**src/rtl/tasp_pkg.sv**
```systemverilog
// Package for the two-axis pose sequencer: codes, zone names, progress steps
// and the structs that pass between the input register, the decision logic and the top.
// No dependencies.
package tasp_pkg;

  // request codes
  localparam logic [1:0] FUNC_STOP    = 2'd0;
  localparam logic [1:0] FUNC_SLEEP   = 2'd1;
  localparam logic [1:0] FUNC_LOUNGE  = 2'd2;
  localparam logic [1:0] FUNC_INVALID = 2'd3;

  // pose codes
  localparam logic [1:0] POSE_UNKNOWN = 2'd0;

  // lift zones
  localparam logic [2:0] LZ_LOWER_LIMIT = 3'd0;
  localparam logic [2:0] LZ_BELOW_SAFE  = 3'd1;
  localparam logic [2:0] LZ_IN_SAFE     = 3'd2;
  localparam logic [2:0] LZ_ABOVE_SAFE  = 3'd3;
  localparam logic [2:0] LZ_ABOVE_CEIL  = 3'd4;
  localparam logic [2:0] LZ_UPPER_LIMIT = 3'd5;

  // span zones
  localparam logic [1:0] SZ_RETRACTED = 2'd0;
  localparam logic [1:0] SZ_EXTENDED  = 2'd1;

  // actuator answers
  localparam logic [1:0] ANS_BUSY = 2'd1;

  // progress steps in percent
  localparam logic [6:0] PROG_0   = 7'd0;
  localparam logic [6:0] PROG_20  = 7'd20;
  localparam logic [6:0] PROG_40  = 7'd40;
  localparam logic [6:0] PROG_60  = 7'd60;
  localparam logic [6:0] PROG_80  = 7'd80;
  localparam logic [6:0] PROG_100 = 7'd100;

  typedef enum logic [1:0] {
    LC_STANDBY = 2'd0,
    LC_RAISE   = 2'd1,
    LC_LOWER   = 2'd2,
    LC_NONE    = 2'd3
  } lift_cmd_e;

  typedef enum logic [2:0] {
    SC_WAKE    = 3'd0,
    SC_SLEEP   = 3'd1,
    SC_EXTEND  = 3'd2,
    SC_RETRACT = 3'd3,
    SC_NONE    = 3'd4
  } span_cmd_e;

  typedef enum logic [2:0] {
    ST_IDLE    = 3'd0,
    ST_MOVING  = 3'd1,
    ST_ABORTED = 3'd2,
    ST_DONE    = 3'd3,
    ST_ERROR   = 3'd4
  } mode_e;

  typedef enum logic [2:0] {
    RC_DONE = 3'd0,
    RC_BUSY = 3'd1,
    RC_LIFT = 3'd2,
    RC_SPAN = 3'd3,
    RC_BAD  = 3'd4
  } result_e;

  typedef struct packed {
    logic [1:0] func;
    logic [2:0] lift_zone;
    logic [1:0] span_zone;
    logic [1:0] lift_answer;
    logic [1:0] span_answer;
  } item_t;

  typedef struct packed {
    mode_e      mode;
    logic [1:0] cur_pose;
    logic [1:0] tgt_pose;
    logic [6:0] progress;
    logic       wait_span;
  } seq_state_t;

  typedef struct packed {
    lift_cmd_e  lift_cmd;
    span_cmd_e  span_cmd;
    logic [6:0] progress;
    mode_e      mode;
    logic [1:0] cur_pose;
    logic [1:0] tgt_pose;
    result_e    rc;
  } result_t;

endpackage

```
**src/rtl/tasp_in_reg.sv**
```systemverilog
// Input register of the pose sequencer: holds one accepted poll until the
// decision stage takes it. Depends on tasp_pkg.
module tasp_in_reg (
  input  logic          clk_i,
  input  logic          rst_ni,
  input  logic          in_valid_i,
  output logic          in_ready_o,
  input  tasp_pkg::item_t item_i,
  input  logic          advance_i,
  output logic          valid_o,
  output tasp_pkg::item_t item_o
);
  import tasp_pkg::*;

  logic  valid_q, valid_d;
  item_t item_q;

  // free when empty or when the held poll moves on this cycle
  assign in_ready_o = !valid_q || advance_i;

  // occupancy
  always_comb begin
    valid_d = valid_q;
    if (in_valid_i && in_ready_o) begin
      valid_d = 1'b1;
    end else if (advance_i) begin
      valid_d = 1'b0;
    end
  end

  always_ff @(posedge clk_i or negedge rst_ni) begin
    if (!rst_ni) begin
      valid_q <= 1'b0;
    end else begin
      valid_q <= valid_d;
    end
  end

  // payload capture
  always_ff @(posedge clk_i) begin
    if (in_valid_i && in_ready_o) begin
      item_q <= item_i;
    end
  end

  assign valid_o = valid_q;
  assign item_o  = item_q;

endmodule

```
**src/rtl/tasp_decide.sv**
```systemverilog
// Interlock decision table of the pose sequencer: from one poll and the
// present state, the next state and the result. Depends on tasp_pkg.
module tasp_decide (
  input  tasp_pkg::item_t      item_i,
  input  tasp_pkg::seq_state_t st_i,
  input  logic                 together_i,
  output tasp_pkg::seq_state_t st_o,
  output tasp_pkg::result_t    res_o
);
  import tasp_pkg::*;

  logic       lfault, sfault, lbusy, sbusy, ext, ret, bad, final_row;
  lift_cmd_e  lc;
  span_cmd_e  sc;
  result_e    rc;
  seq_state_t nxt;

  assign lfault = item_i.lift_answer[1];
  assign sfault = item_i.span_answer[1];
  assign lbusy  = item_i.lift_answer == ANS_BUSY;
  assign sbusy  = item_i.span_answer == ANS_BUSY;
  assign ext    = item_i.span_zone == SZ_EXTENDED;
  assign ret    = item_i.span_zone == SZ_RETRACTED;

  always_comb begin
    nxt       = st_i;
    lc        = LC_NONE;
    sc        = SC_NONE;
    rc        = RC_DONE;
    bad       = 1'b0;
    final_row = 1'b0;

    if (item_i.func == FUNC_STOP) begin
      // stop: drop target, abort a move, park both axes
      nxt.tgt_pose = POSE_UNKNOWN;
      if (st_i.mode == ST_MOVING) begin
        nxt.mode = ST_ABORTED;
      end
      lc = LC_STANDBY;
      sc = SC_SLEEP;
      if (lbusy || sbusy) begin
        rc = RC_BUSY;
      end else if (lfault) begin
        nxt.mode = ST_ERROR;
        rc       = RC_LIFT;
      end else if (sfault) begin
        nxt.mode = ST_ERROR;
        rc       = RC_SPAN;
      end
    end else begin
      // start of a new move
      if (st_i.mode != ST_MOVING || item_i.func != st_i.tgt_pose) begin
        nxt.mode      = ST_MOVING;
        nxt.cur_pose  = POSE_UNKNOWN;
        nxt.tgt_pose  = item_i.func;
        nxt.progress  = PROG_0;
        nxt.wait_span = 1'b0;
      end

      case (item_i.func)
        FUNC_SLEEP: begin
          // toward sleep: lift down, span extended on the way through the safe zone
          case (item_i.lift_zone)
            LZ_LOWER_LIMIT: begin
              if (ext) begin
                lc = LC_STANDBY; sc = SC_SLEEP; nxt.progress = PROG_100; final_row = 1'b1;
              end else begin
                lc = LC_RAISE; sc = SC_WAKE; nxt.progress = PROG_0; nxt.wait_span = 1'b1;
              end
            end
            LZ_BELOW_SAFE: begin
              if (ext) begin
                lc = LC_LOWER; sc = SC_WAKE; nxt.progress = PROG_80;
              end else begin
                lc = LC_RAISE; sc = SC_WAKE; nxt.progress = PROG_20; nxt.wait_span = 1'b1;
              end
            end
            LZ_IN_SAFE: begin
              if (ext) begin
                lc = LC_LOWER; sc = SC_WAKE; nxt.progress = PROG_60;
              end else begin
                sc = SC_EXTEND;
                lc = (together_i && !nxt.wait_span) ? LC_LOWER : LC_STANDBY;
                nxt.progress = PROG_40;
              end
            end
            LZ_ABOVE_SAFE: begin
              lc = LC_LOWER; sc = SC_WAKE; nxt.progress = PROG_20;
            end
            LZ_ABOVE_CEIL, LZ_UPPER_LIMIT: begin
              lc = LC_LOWER; sc = SC_WAKE; nxt.progress = PROG_0;
            end
            default: begin
              bad = 1'b1;
            end
          endcase
        end
        FUNC_LOUNGE: begin
          // toward lounge: lift up, span retracted from the safe zone upward
          case (item_i.lift_zone)
            LZ_LOWER_LIMIT: begin
              lc = LC_RAISE; sc = SC_WAKE; nxt.progress = PROG_0;
            end
            LZ_BELOW_SAFE: begin
              lc = LC_RAISE; sc = SC_WAKE; nxt.progress = PROG_20;
            end
            LZ_IN_SAFE: begin
              if (ret) begin
                lc = LC_RAISE; sc = SC_WAKE; nxt.progress = PROG_60;
              end else begin
                sc = SC_RETRACT;
                lc = together_i ? LC_RAISE : LC_STANDBY;
                nxt.progress = PROG_40;
              end
            end
            LZ_ABOVE_SAFE: begin
              if (ret) begin
                lc = LC_RAISE; sc = SC_WAKE; nxt.progress = PROG_80;
              end else begin
                lc = LC_STANDBY; sc = SC_RETRACT; nxt.progress = PROG_60;
              end
            end
            LZ_ABOVE_CEIL, LZ_UPPER_LIMIT: begin
              if (ret) begin
                lc = LC_STANDBY; sc = SC_SLEEP; nxt.progress = PROG_100; final_row = 1'b1;
              end else begin
                lc = LC_STANDBY; sc = SC_RETRACT; nxt.progress = PROG_80;
              end
            end
            default: begin
              bad = 1'b1;
            end
          endcase
        end
        default: begin
          bad = 1'b1;
        end
      endcase

      // outcome of the move step
      if (bad) begin
        nxt.mode = ST_ERROR;
        rc       = RC_BAD;
        lc       = LC_NONE;
        sc       = SC_NONE;
      end else if (lfault) begin
        nxt.mode = ST_ERROR;
        rc       = RC_LIFT;
      end else if (sfault) begin
        nxt.mode = ST_ERROR;
        rc       = RC_SPAN;
      end else if (lbusy || sbusy || !final_row) begin
        rc = RC_BUSY;
      end else begin
        nxt.cur_pose = item_i.func;
        nxt.mode     = ST_DONE;
        nxt.progress = PROG_100;
        rc           = RC_DONE;
      end
    end
  end

  assign st_o = nxt;

  // result reports the state after this poll
  assign res_o = '{lift_cmd: lc, span_cmd: sc, progress: nxt.progress, mode: nxt.mode,
                   cur_pose: nxt.cur_pose, tgt_pose: nxt.tgt_pose, rc: rc};

endmodule

```
**src/rtl/two_axis_pose_sequencer_top.sv**
```systemverilog
// A poll goes from the input register through the decision table into the result
// register; it waits in the input register while a result is held and not taken.
// Throughput: one poll per cycle while results are taken; the input register holds
// one poll while a result waits. Reset clears the state to idle, poses to unknown,
// progress and wait flag to zero, both stages empty, move-together register to 1.
// Top level of the pose sequencer; depends on tasp_pkg, tasp_in_reg, tasp_decide.
module two_axis_pose_sequencer_top (
  input  logic       clk_i,
  input  logic       rst_ni,
  input  logic       cfg_we_i,
  input  logic       cfg_wdata_i,
  input  logic       in_valid_i,
  output logic       in_ready_o,
  input  logic [1:0] func_i,
  input  logic [2:0] lift_zone_i,
  input  logic [1:0] span_zone_i,
  input  logic [1:0] lift_answer_i,
  input  logic [1:0] span_answer_i,
  output logic       out_valid_o,
  input  logic       out_ready_i,
  output logic [1:0] lift_command_o,
  output logic [2:0] span_command_o,
  output logic [6:0] progress_percent_o,
  output logic [2:0] machine_state_o,
  output logic [1:0] pose_reached_o,
  output logic [1:0] pose_wanted_o,
  output logic [2:0] result_code_o
);
  import tasp_pkg::*;

  logic       together_q;
  logic       stage_valid, advance;
  item_t      item_in, stage_item;
  seq_state_t st_q, st_d;
  result_t    res_d, res_q;
  logic       out_valid_q, out_valid_d;

  // configuration register
  always_ff @(posedge clk_i or negedge rst_ni) begin
    if (!rst_ni) begin
      together_q <= 1'b1;
    end else if (cfg_we_i) begin
      together_q <= cfg_wdata_i;
    end
  end

  assign item_in = '{func: func_i, lift_zone: lift_zone_i, span_zone: span_zone_i,
                     lift_answer: lift_answer_i, span_answer: span_answer_i};

  // held poll moves on when the result register is free or being emptied
  assign advance = stage_valid && (!out_valid_q || out_ready_i);

  tasp_in_reg u_in_reg (
    .clk_i      (clk_i),
    .rst_ni     (rst_ni),
    .in_valid_i (in_valid_i),
    .in_ready_o (in_ready_o),
    .item_i     (item_in),
    .advance_i  (advance),
    .valid_o    (stage_valid),
    .item_o     (stage_item)
  );

  tasp_decide u_decide (
    .item_i     (stage_item),
    .st_i       (st_q),
    .together_i (together_q),
    .st_o       (st_d),
    .res_o      (res_d)
  );

  // sequencer state, updated once per transaction
  always_ff @(posedge clk_i or negedge rst_ni) begin
    if (!rst_ni) begin
      st_q.mode      <= ST_IDLE;
      st_q.cur_pose  <= POSE_UNKNOWN;
      st_q.tgt_pose  <= POSE_UNKNOWN;
      st_q.progress  <= PROG_0;
      st_q.wait_span <= 1'b0;
    end else if (advance) begin
      st_q <= st_d;
    end
  end

  // result register occupancy
  always_comb begin
    out_valid_d = out_valid_q;
    if (advance) begin
      out_valid_d = 1'b1;
    end else if (out_ready_i) begin
      out_valid_d = 1'b0;
    end
  end

  always_ff @(posedge clk_i or negedge rst_ni) begin
    if (!rst_ni) begin
      out_valid_q <= 1'b0;
    end else begin
      out_valid_q <= out_valid_d;
    end
  end

  // result payload
  always_ff @(posedge clk_i) begin
    if (advance) begin
      res_q <= res_d;
    end
  end

  assign out_valid_o        = out_valid_q;
  assign lift_command_o     = res_q.lift_cmd;
  assign span_command_o     = res_q.span_cmd;
  assign progress_percent_o = res_q.progress;
  assign machine_state_o    = res_q.mode;
  assign pose_reached_o     = res_q.cur_pose;
  assign pose_wanted_o      = res_q.tgt_pose;
  assign result_code_o      = res_q.rc;

  // bad state never drives an axis and always lands in error
  assert property (@(posedge clk_i) disable iff (!rst_ni)
    (out_valid_q && res_q.rc == RC_BAD) |->
      (res_q.lift_cmd == LC_NONE && res_q.span_cmd == SC_NONE && res_q.mode == ST_ERROR))
    else $error("bad state result with a drive command or without error state");

  // actuator faults end in error
  assert property (@(posedge clk_i) disable iff (!rst_ni)
    (out_valid_q && (res_q.rc == RC_LIFT || res_q.rc == RC_SPAN)) |-> res_q.mode == ST_ERROR)
    else $error("fault result without error state");

  // a known current pose only survives in done or error
  assert property (@(posedge clk_i) disable iff (!rst_ni)
    (st_q.cur_pose != POSE_UNKNOWN) |-> (st_q.mode == ST_DONE || st_q.mode == ST_ERROR))
    else $error("current pose known outside done or error");

  // progress stays a percentage
  assert property (@(posedge clk_i) disable iff (!rst_ni)
    st_q.progress <= PROG_100)
    else $error("progress above 100 percent");

  // input side only stalls when both stages are full and the result is not taken
  assert property (@(posedge clk_i) disable iff (!rst_ni)
    !in_ready_o |-> (stage_valid && out_valid_q && !out_ready_i))
    else $error("input stalled with room in the pipeline");

endmodule
```
**config.mk**
```make
export PLATFORM = sky130hd
export DESIGN_NAME = two_axis_pose_sequencer_top
export DESIGN_NICKNAME = d
export VERILOG_FILES = /design/src/rtl/tasp_pkg.sv /design/src/rtl/tasp_in_reg.sv /design/src/rtl/tasp_decide.sv /design/src/rtl/two_axis_pose_sequencer_top.sv
export SDC_FILE = /design/constraint.sdc
export NUM_CORES = 1
export LEC_CHECK = 0
export ABC_AREA = 1
export BUFFER_PORTS_ARGS = -buffer_cell sky130_fd_sc_hd__buf_2
export CAP_MARGIN = 20
export CORE_MARGIN = 2
export CORE_UTILIZATION = 38
export DETAILED_ROUTE_END_ITERATION = 6
export HOLD_SLACK_MARGIN = 0.08
export MAX_ROUTING_LAYER = met4
export PLACE_DENSITY = 0.66
export SLEW_MARGIN = 5
export SYNTH_ARGS = -nofsm -noshare
export SYNTH_HDL_FRONTEND = slang
export SYNTH_HIERARCHICAL = 1
export SYNTH_SLANG_ARGS = --single-unit
```
**constraint.sdc**
```tcl
create_clock -name clk_i -period 5 [get_ports clk_i]
set_clock_uncertainty 0.1 [all_clocks]
set_input_delay 0.5 -clock clk_i [delete_from_list [all_inputs] [get_ports clk_i]]
set_output_delay 0.5 -clock clk_i [all_outputs]
set_load 0.02 [all_outputs]
```
==> impl_metrics.csv, run 1 <==
group,metric,value,unit
power_and_ir_drop,switching_share,31.0,%
cts,cts.path.max_buffers,2,
setup_path,worst-setup-path-type,"flop to flop",
synth,syn_area_per_cell,8.77,µm²
synth,netlist_area,0.00263,mm²
routing,dr.pass1.iters,4,
power_and_ir_drop,seq_power_share,49.6,%
power_and_ir_drop,p_sw,344,µW
timing,worst_slack,2.58,ns
setup_path,rr_endpoint,"u_in_reg/item_o[6]$_DFFE_PP_",
cts,clock_sinks,51,
global_routing,grt_usage,16.5,%
routing,totalWireLength,5610,µm
setup_path,crit_path_start_kind,"flop",
final_layout,final_nets,346,
setup_path,r2r_start,"u_in_reg/valid_o$_DFFE_PN0P_",
timing,setup_viol,0,
final_layout,nFillCells,678,
placed_design,io_buffer_count,40,
floorplan,core-area,0.00676,mm²
final_layout,layout_commonest_cell,"nand2_1",
setup_path,crit_buf_inv,2,
floorplan,die-area,0.00761,mm²
timing,fmax,413,MHz
routing,ant_nets,0,
placed_design,dp_hpwl,4090,µm
final_layout,num_antenna_cells,0,
synth,synthArstFlopShare,35.3,%
final_layout,area_growth,10.7,%
power_and_ir_drop,power_leakage,1.40,nW
setup_path,cp_cell_sequence,"nand2_4 > inv_1 > inv_1 > a21oi_1",
synth,synth_edf_count,33,
global_routing,antenna_found_initial,0,
global_routing,grt_pass1_wl,9330,µm
placed_design,place_ws,2.57,ns
setup_path,cp_slowest_stage_delay,0.76,ns
timing,hold_violations,0,
routing,via_per_inst,5.04,
run_status,status,"complete, no violations",
synth,synth.net_count,320,
power_and_ir_drop,combPwrFrac,20.1,%
setup_path,crit_cells,4,
placed_design,placed_cells,398,
routing,wl_per_cell,13.8,µm
setup_path,crit_path_max_fanout,18,
power_and_ir_drop,p_int,766,µW
setup_path,cp_slowest_cell,"dfrtp_1",
synth,yosys_warnings,6,
cts,cts_resized,0,
routing,drc,0,
synth,yosys_register_bits,51,
power_and_ir_drop,ir_worst_vdd,164,µV
synth,synth-main-ff-cell,"edfxtp_1",
final_layout,final_cell_mix,"nand2_1, buf_2, nand3_1, edfxtp_1, inv_1",
floorplan,fp.dieH,87.2,µm
routing,met2WireLength,2530,µm
flow_run,drv_cap,0,
timing,period_share,48.4,%
cts,htreeDepth,2,
global_routing,grt_pass1_vias,1975,
setup_path,crit_start,"u_in_reg/valid_o$_DFFE_PN0P_",
synth,ys_types,28,
cts,clk_pin_slew,0.10,ns
floorplan,start_util,38.9,%
timing,tightestPinTransition,0.996,ns
synth,synthCells,300,
floorplan,dieWidth,87.2,µm
setup_path,timing.critical_path.to,"u_in_reg/item_o[6]$_DFFE_PP_",
power_and_ir_drop,p_per_area,381,mW/mm²
cts,cts_inserted_buffers,5,
routing,dr_wl_met3,238,µm
cts,clock_latency,0.31,ns
placed_design,routabilityCongestion,0.889,
floorplan,ios,41,
timing,min_period,2.42,ns
timing,slew_viol_final,0,
setup_path,cp_common_cell,"inv_1",
setup_path,path_delay_family,"flip-flops",
setup_path,worst-r2r-cell-count,4,
synth,yosysSeqAreaShare,54.8,%
setup_path,worst_ep_required_time,4.84,ns
setup_path,arrival,2.26,ns
timing,rsz0062_at_grt,"no",
hold_path,hp-class,"input port to flop",
setup_path,endpoint_kind,"flop",
timing,tns,0,ns
final_layout,stdcell_count,407,
routing,vias,2051,
global_routing,grt_max_degree,23,
routing,top_layer,"met4",
timing,slew_headroom,33.6,%
cts,cts_root_buffer,"clkbuf_8",
setup_path,r2r_slack,2.58,ns
routing,drtIter0Drc,262,
global_routing,grt-ovfl-total,0,
floorplan,row_count,30,
power_and_ir_drop,total_power,1.11,mW
power_and_ir_drop,clock_power_share,30.3,%
routing,routedLengthMet1,2650,µm
final_layout,drive_gt1_share,16.8,%
cts,cts_tree,"yes",
## logic make-up after synthesis
family / after synthesis / synth area share, %
XOR/XNOR: 1 / 0.333
flip-flops: 51 / 54.8
AND/OR/NAND/NOR: 162 / 26.2
buffers and inverters: 55 / 11.1
adder cells (fa/ha/maj): 3 / 1.43
AO/OA/AOI/OAI: 28 / 6.18
## synthesized netlist by cell type (3+ instances only)
cell | count | share of area, %
o21ai_0 | 12 | 2.3
nor2_1 | 26 | 3.7
buf_4 | 17 | 4.9
edfxtp_1 | 33 | 38
ha_1 | 3 | 1.4
nand3_1 | 33 | 6.3
nand4_1 | 4 | 0.95
a21oi_1 | 5 | 0.95
inv_1 | 32 | 4.6
nand2_1 | 95 | 14
a31oi_1 | 3 | 0.71
dfrtp_1 | 17 | 16
## registers in the layout, summed over array words and instances (netlist names)
| register | count |
|---|---|
| progress_percent_o | 7 |
| result_code_o | 3 |
| machine_state_o | 3 |
| pose_wanted_o | 2 |
| out_valid_o | 1 |
| lift_command_o | 2 |
| u_in_reg/item_o | 11 |
| together_q | 1 |
| span_command_o | 3 |
| st_q | 15 |
| u_in_reg/valid_o | 1 |
| pose_reached_o | 2 |
## worst min path at each step
stage                                              end  cells after the start                start
after detailed placement           st_q[3]$_DFFE_PN0P_                      1               rst_ni
after global placement             st_q[1]$_DFFE_PN0P_                      2  st_q[1]$_DFFE_PN0P_
final                           together_q$_DFFE_PN1P_                      2             cfg_we_i
after global routing      u_in_reg/item_o[4]$_DFFE_PP_                      1       span_zone_i[0]
after floorplan                out_valid_o$_DFFE_PN0P_                      0               rst_ni
after CTS                       together_q$_DFFE_PN1P_                      2             cfg_we_i
## power groups by stage
stage	registers, mW	clock network, mW	logic [mW]
finish	0.550	0.337	0.223
global route	0.558	0.361	0.249
CTS	0.550	0.344	0.224
detailed placement	0.558	0	0.223
global placement	0.559	0	0.219
floorplan	0.585	0	0.141
## timing repair
item                       4_1_cts  5_1_grt
hold endpoints to repair        17        0
buffers inserted                 0        0
hold buffers                     1        0
setup endpoints to repair        0        0
## per-layer routing
layer | up-vias | GRT usage, %
li1 | 1016 | -
met1 | 958 | 21.4
met2 | 58 | 24.7
met3 | 19 | 3.89
met4 | 0 | 7.55
met5 | - | -
## through the flow
step,util [%],hold slack [ns],instance area (µm²)
floorplan,-,0.104,2630
global placement,41.0,0.355,2770
detailed placement,41.0,0.359,2770
CTS,43.1,0.237,2910
global route,43.1,0.243,2910
finish,43.1,0.243,2910
## cell type report
type	instances	area [µm²]	area share [%]
clock inverter	2	41.3	1.42
sequential	51	1440	49.5
tap	80	100	3.44
multi-input combinational	194	897	30.8
clock buffer	6	93.8	3.22
timing repair buffer	42	218	7.47
inverter	32	120	4.12
(Power assumes the default switching activity.)
==> run 2, diff against run 1 <==
clock period = 2.24 ns   (was 5 ns; I/O delays follow)
==> impl_metrics.csv, run 2 (same netlist as run 1, synthesis figures left out) <==
group,metric,value,unit
final_layout,seq_area,0.00144,mm²
timing,whs,0.241,ns
timing,worst_slack,0.228,ns
setup_path,cp_cell_sequence,"inv_1 > ha_1 > nand2_1 > nor2_2 > nand3_2 > nor2_1 > nand2_1 > nand3_1 > nand3_1 > nand2_1",
timing,slew_headroom,68.7,%
final_layout,layout_commonest_cell,"nand2_1",
global_routing,grt_max_degree,23,
cts,clk_pin_slew,0.10,ns
placed_design,placed_cells,404,
final_layout,drive_gt1_share,19.0,%
global_routing,grt-ovfl-total,0,
timing,period_share,89.8,%
final_layout,utilization,45.6,%
cts,cts.path.max_buffers,2,
setup_path,cp_slowest_cell,"edfxtp_1",
timing,fmax,497,MHz
floorplan,core-area,0.00676,mm²
final_layout,final_nets,367,
cts,clock_sinks,51,
final_layout,stdcell_count,428,
setup_path,crit_path_max_fanout,6,
cts,htreeDepth,2,
setup_path,crit_path_start_kind,"flop",
setup_path,crit_buf_inv,1,
timing,min_period,2.01,ns
timing,tns,0,ns
routing,drtIter0Drc,155,
power_and_ir_drop,p_per_area,760,mW/mm²
routing,dr.pass1.iters,5,
global_routing,grt_pass1_wl,9480,µm
placed_design,dp_hpwl,4010,µm
routing,wl_per_cell,13.4,µm
global_routing,grt_usage,16.4,%
routing,via_per_inst,4.87,
global_routing,grt_pass1_vias,2029,
cts,cts_tree,"yes",
floorplan,dieWidth,87.2,µm
floorplan,die-area,0.00761,mm²
routing,totalWireLength,5720,µm
flow_run,drv_cap,0,
cts,cts_inserted_buffers,5,
floorplan,start_util,38.9,%
setup_path,worst_ep_required_time,2.39,ns
final_layout,final_area,0.00308,mm²
final_layout,multi_input_area,906,µm²
setup_path,cp_slowest_stage_delay,0.43,ns
power_and_ir_drop,total_power,2.34,mW
floorplan,ios,41,
final_layout,area_growth,17.0,%
power_and_ir_drop,power_leakage,1.47,nW
placed_design,io_buffer_count,40,
timing,tightestPinTransition,0.465,ns
setup_path,worst-setup-path-type,"flop to flop",
hold_path,hp-class,"input port to flop",
timing,slew_viol_final,0,
final_layout,num_antenna_cells,0,
final_layout,largest_reg_flops,15,
cts,clock_latency,0.30,ns
setup_path,path_delay_family,"simple AND/OR/NAND/NOR gates",
placed_design,placed_area,0.00282,mm²
placed_design,place_ws,0.195,ns
floorplan,row_count,30,
setup_path,cp_common_cell,"nand2_1",
floorplan,fp.dieH,87.2,µm
power_and_ir_drop,ir_worst_vdd,387,µV
final_layout,nFillCells,662,
global_routing,antenna_found_initial,0,
routing,ant_nets,0,
timing,hold_violations,0,
setup_path,endpoint_kind,"flop",
timing,setup_viol,0,
timing,rsz0062_at_grt,"no",
placed_design,routabilityCongestion,0.982,
final_layout,top_register,"st_q",
cts,cts_root_buffer,"clkbuf_8",
routing,drc,0,
setup_path,arrival,2.16,ns
run_status,status,"complete, no violations",
final_layout,final_cell_mix,"nand2_1, buf_2, nand3_1, edfxtp_1, inv_1",
routing,vias,2084,
run 2: repair_timing:
| action | CTS | global route |
|---|---|---|
| endpoints found under the setup margin | 0 | 4 |
| endpoints found under the hold margin | 31 | 0 |
| resized for setup | 0 | 2 |
| hold buffers | 15 | 0 |
| buffers inserted | 0 | 1 |
run 2: layer usage:
layer | part of all wire (%) | wire (µm) | global-route usage (%)
met4 | 1.4 | 78 | 6.99
met1 | 48 | 2720 | 22.2
met3 | 5.0 | 287 | 2.56
met2 | 46 | 2630 | 24.6
met5 | 0 | 0 | -
run 2: worst min-delay path: stages:
cell     delay (ns)
buf_2          0.08
inv_1          0.05
nand2_4        0.18
nand2_1        0.08
run 2: area by class of cell:
type	instances	share of cell area, %
multi-input cells	194	29.4
clock inverters	2	0.447
repair buffers	63	13.3
inverters	32	4.02
well taps	80	3.25
clock buffers	6	2.68
flip-flops and latches	51	46.9
run 2: final timing paths:
check                                             startpoint                 endpoint  slack, ns  cells after the start
worst max register to register  u_in_reg/item_o[9]$_DFFE_PP_     st_q[10]$_DFFE_PN0P_       0.23                     10
worst min-delay path                             out_ready_i  out_valid_o$_DFFE_PN0P_       0.24                      4
worst max-delay path            u_in_reg/item_o[9]$_DFFE_PP_     st_q[10]$_DFFE_PN0P_       0.23                     10
min in group asynchronous                             rst_ni     st_q[12]$_DFFE_PN0P_       0.27                      2
max in group asynchronous                             rst_ni   together_q$_DFFE_PN1P_       1.44                      2
worst min register to register           st_q[2]$_DFFE_PN0P_      st_q[2]$_DFFE_PN0P_       0.38                      2
run 2: where the power goes:
part / switching, mW / internal [mW]
Clock: 0.322 / 0.254
Combinational: 0.370 / 0.180
Sequential: 0.0625 / 1.15
Total: 0.754 / 1.59
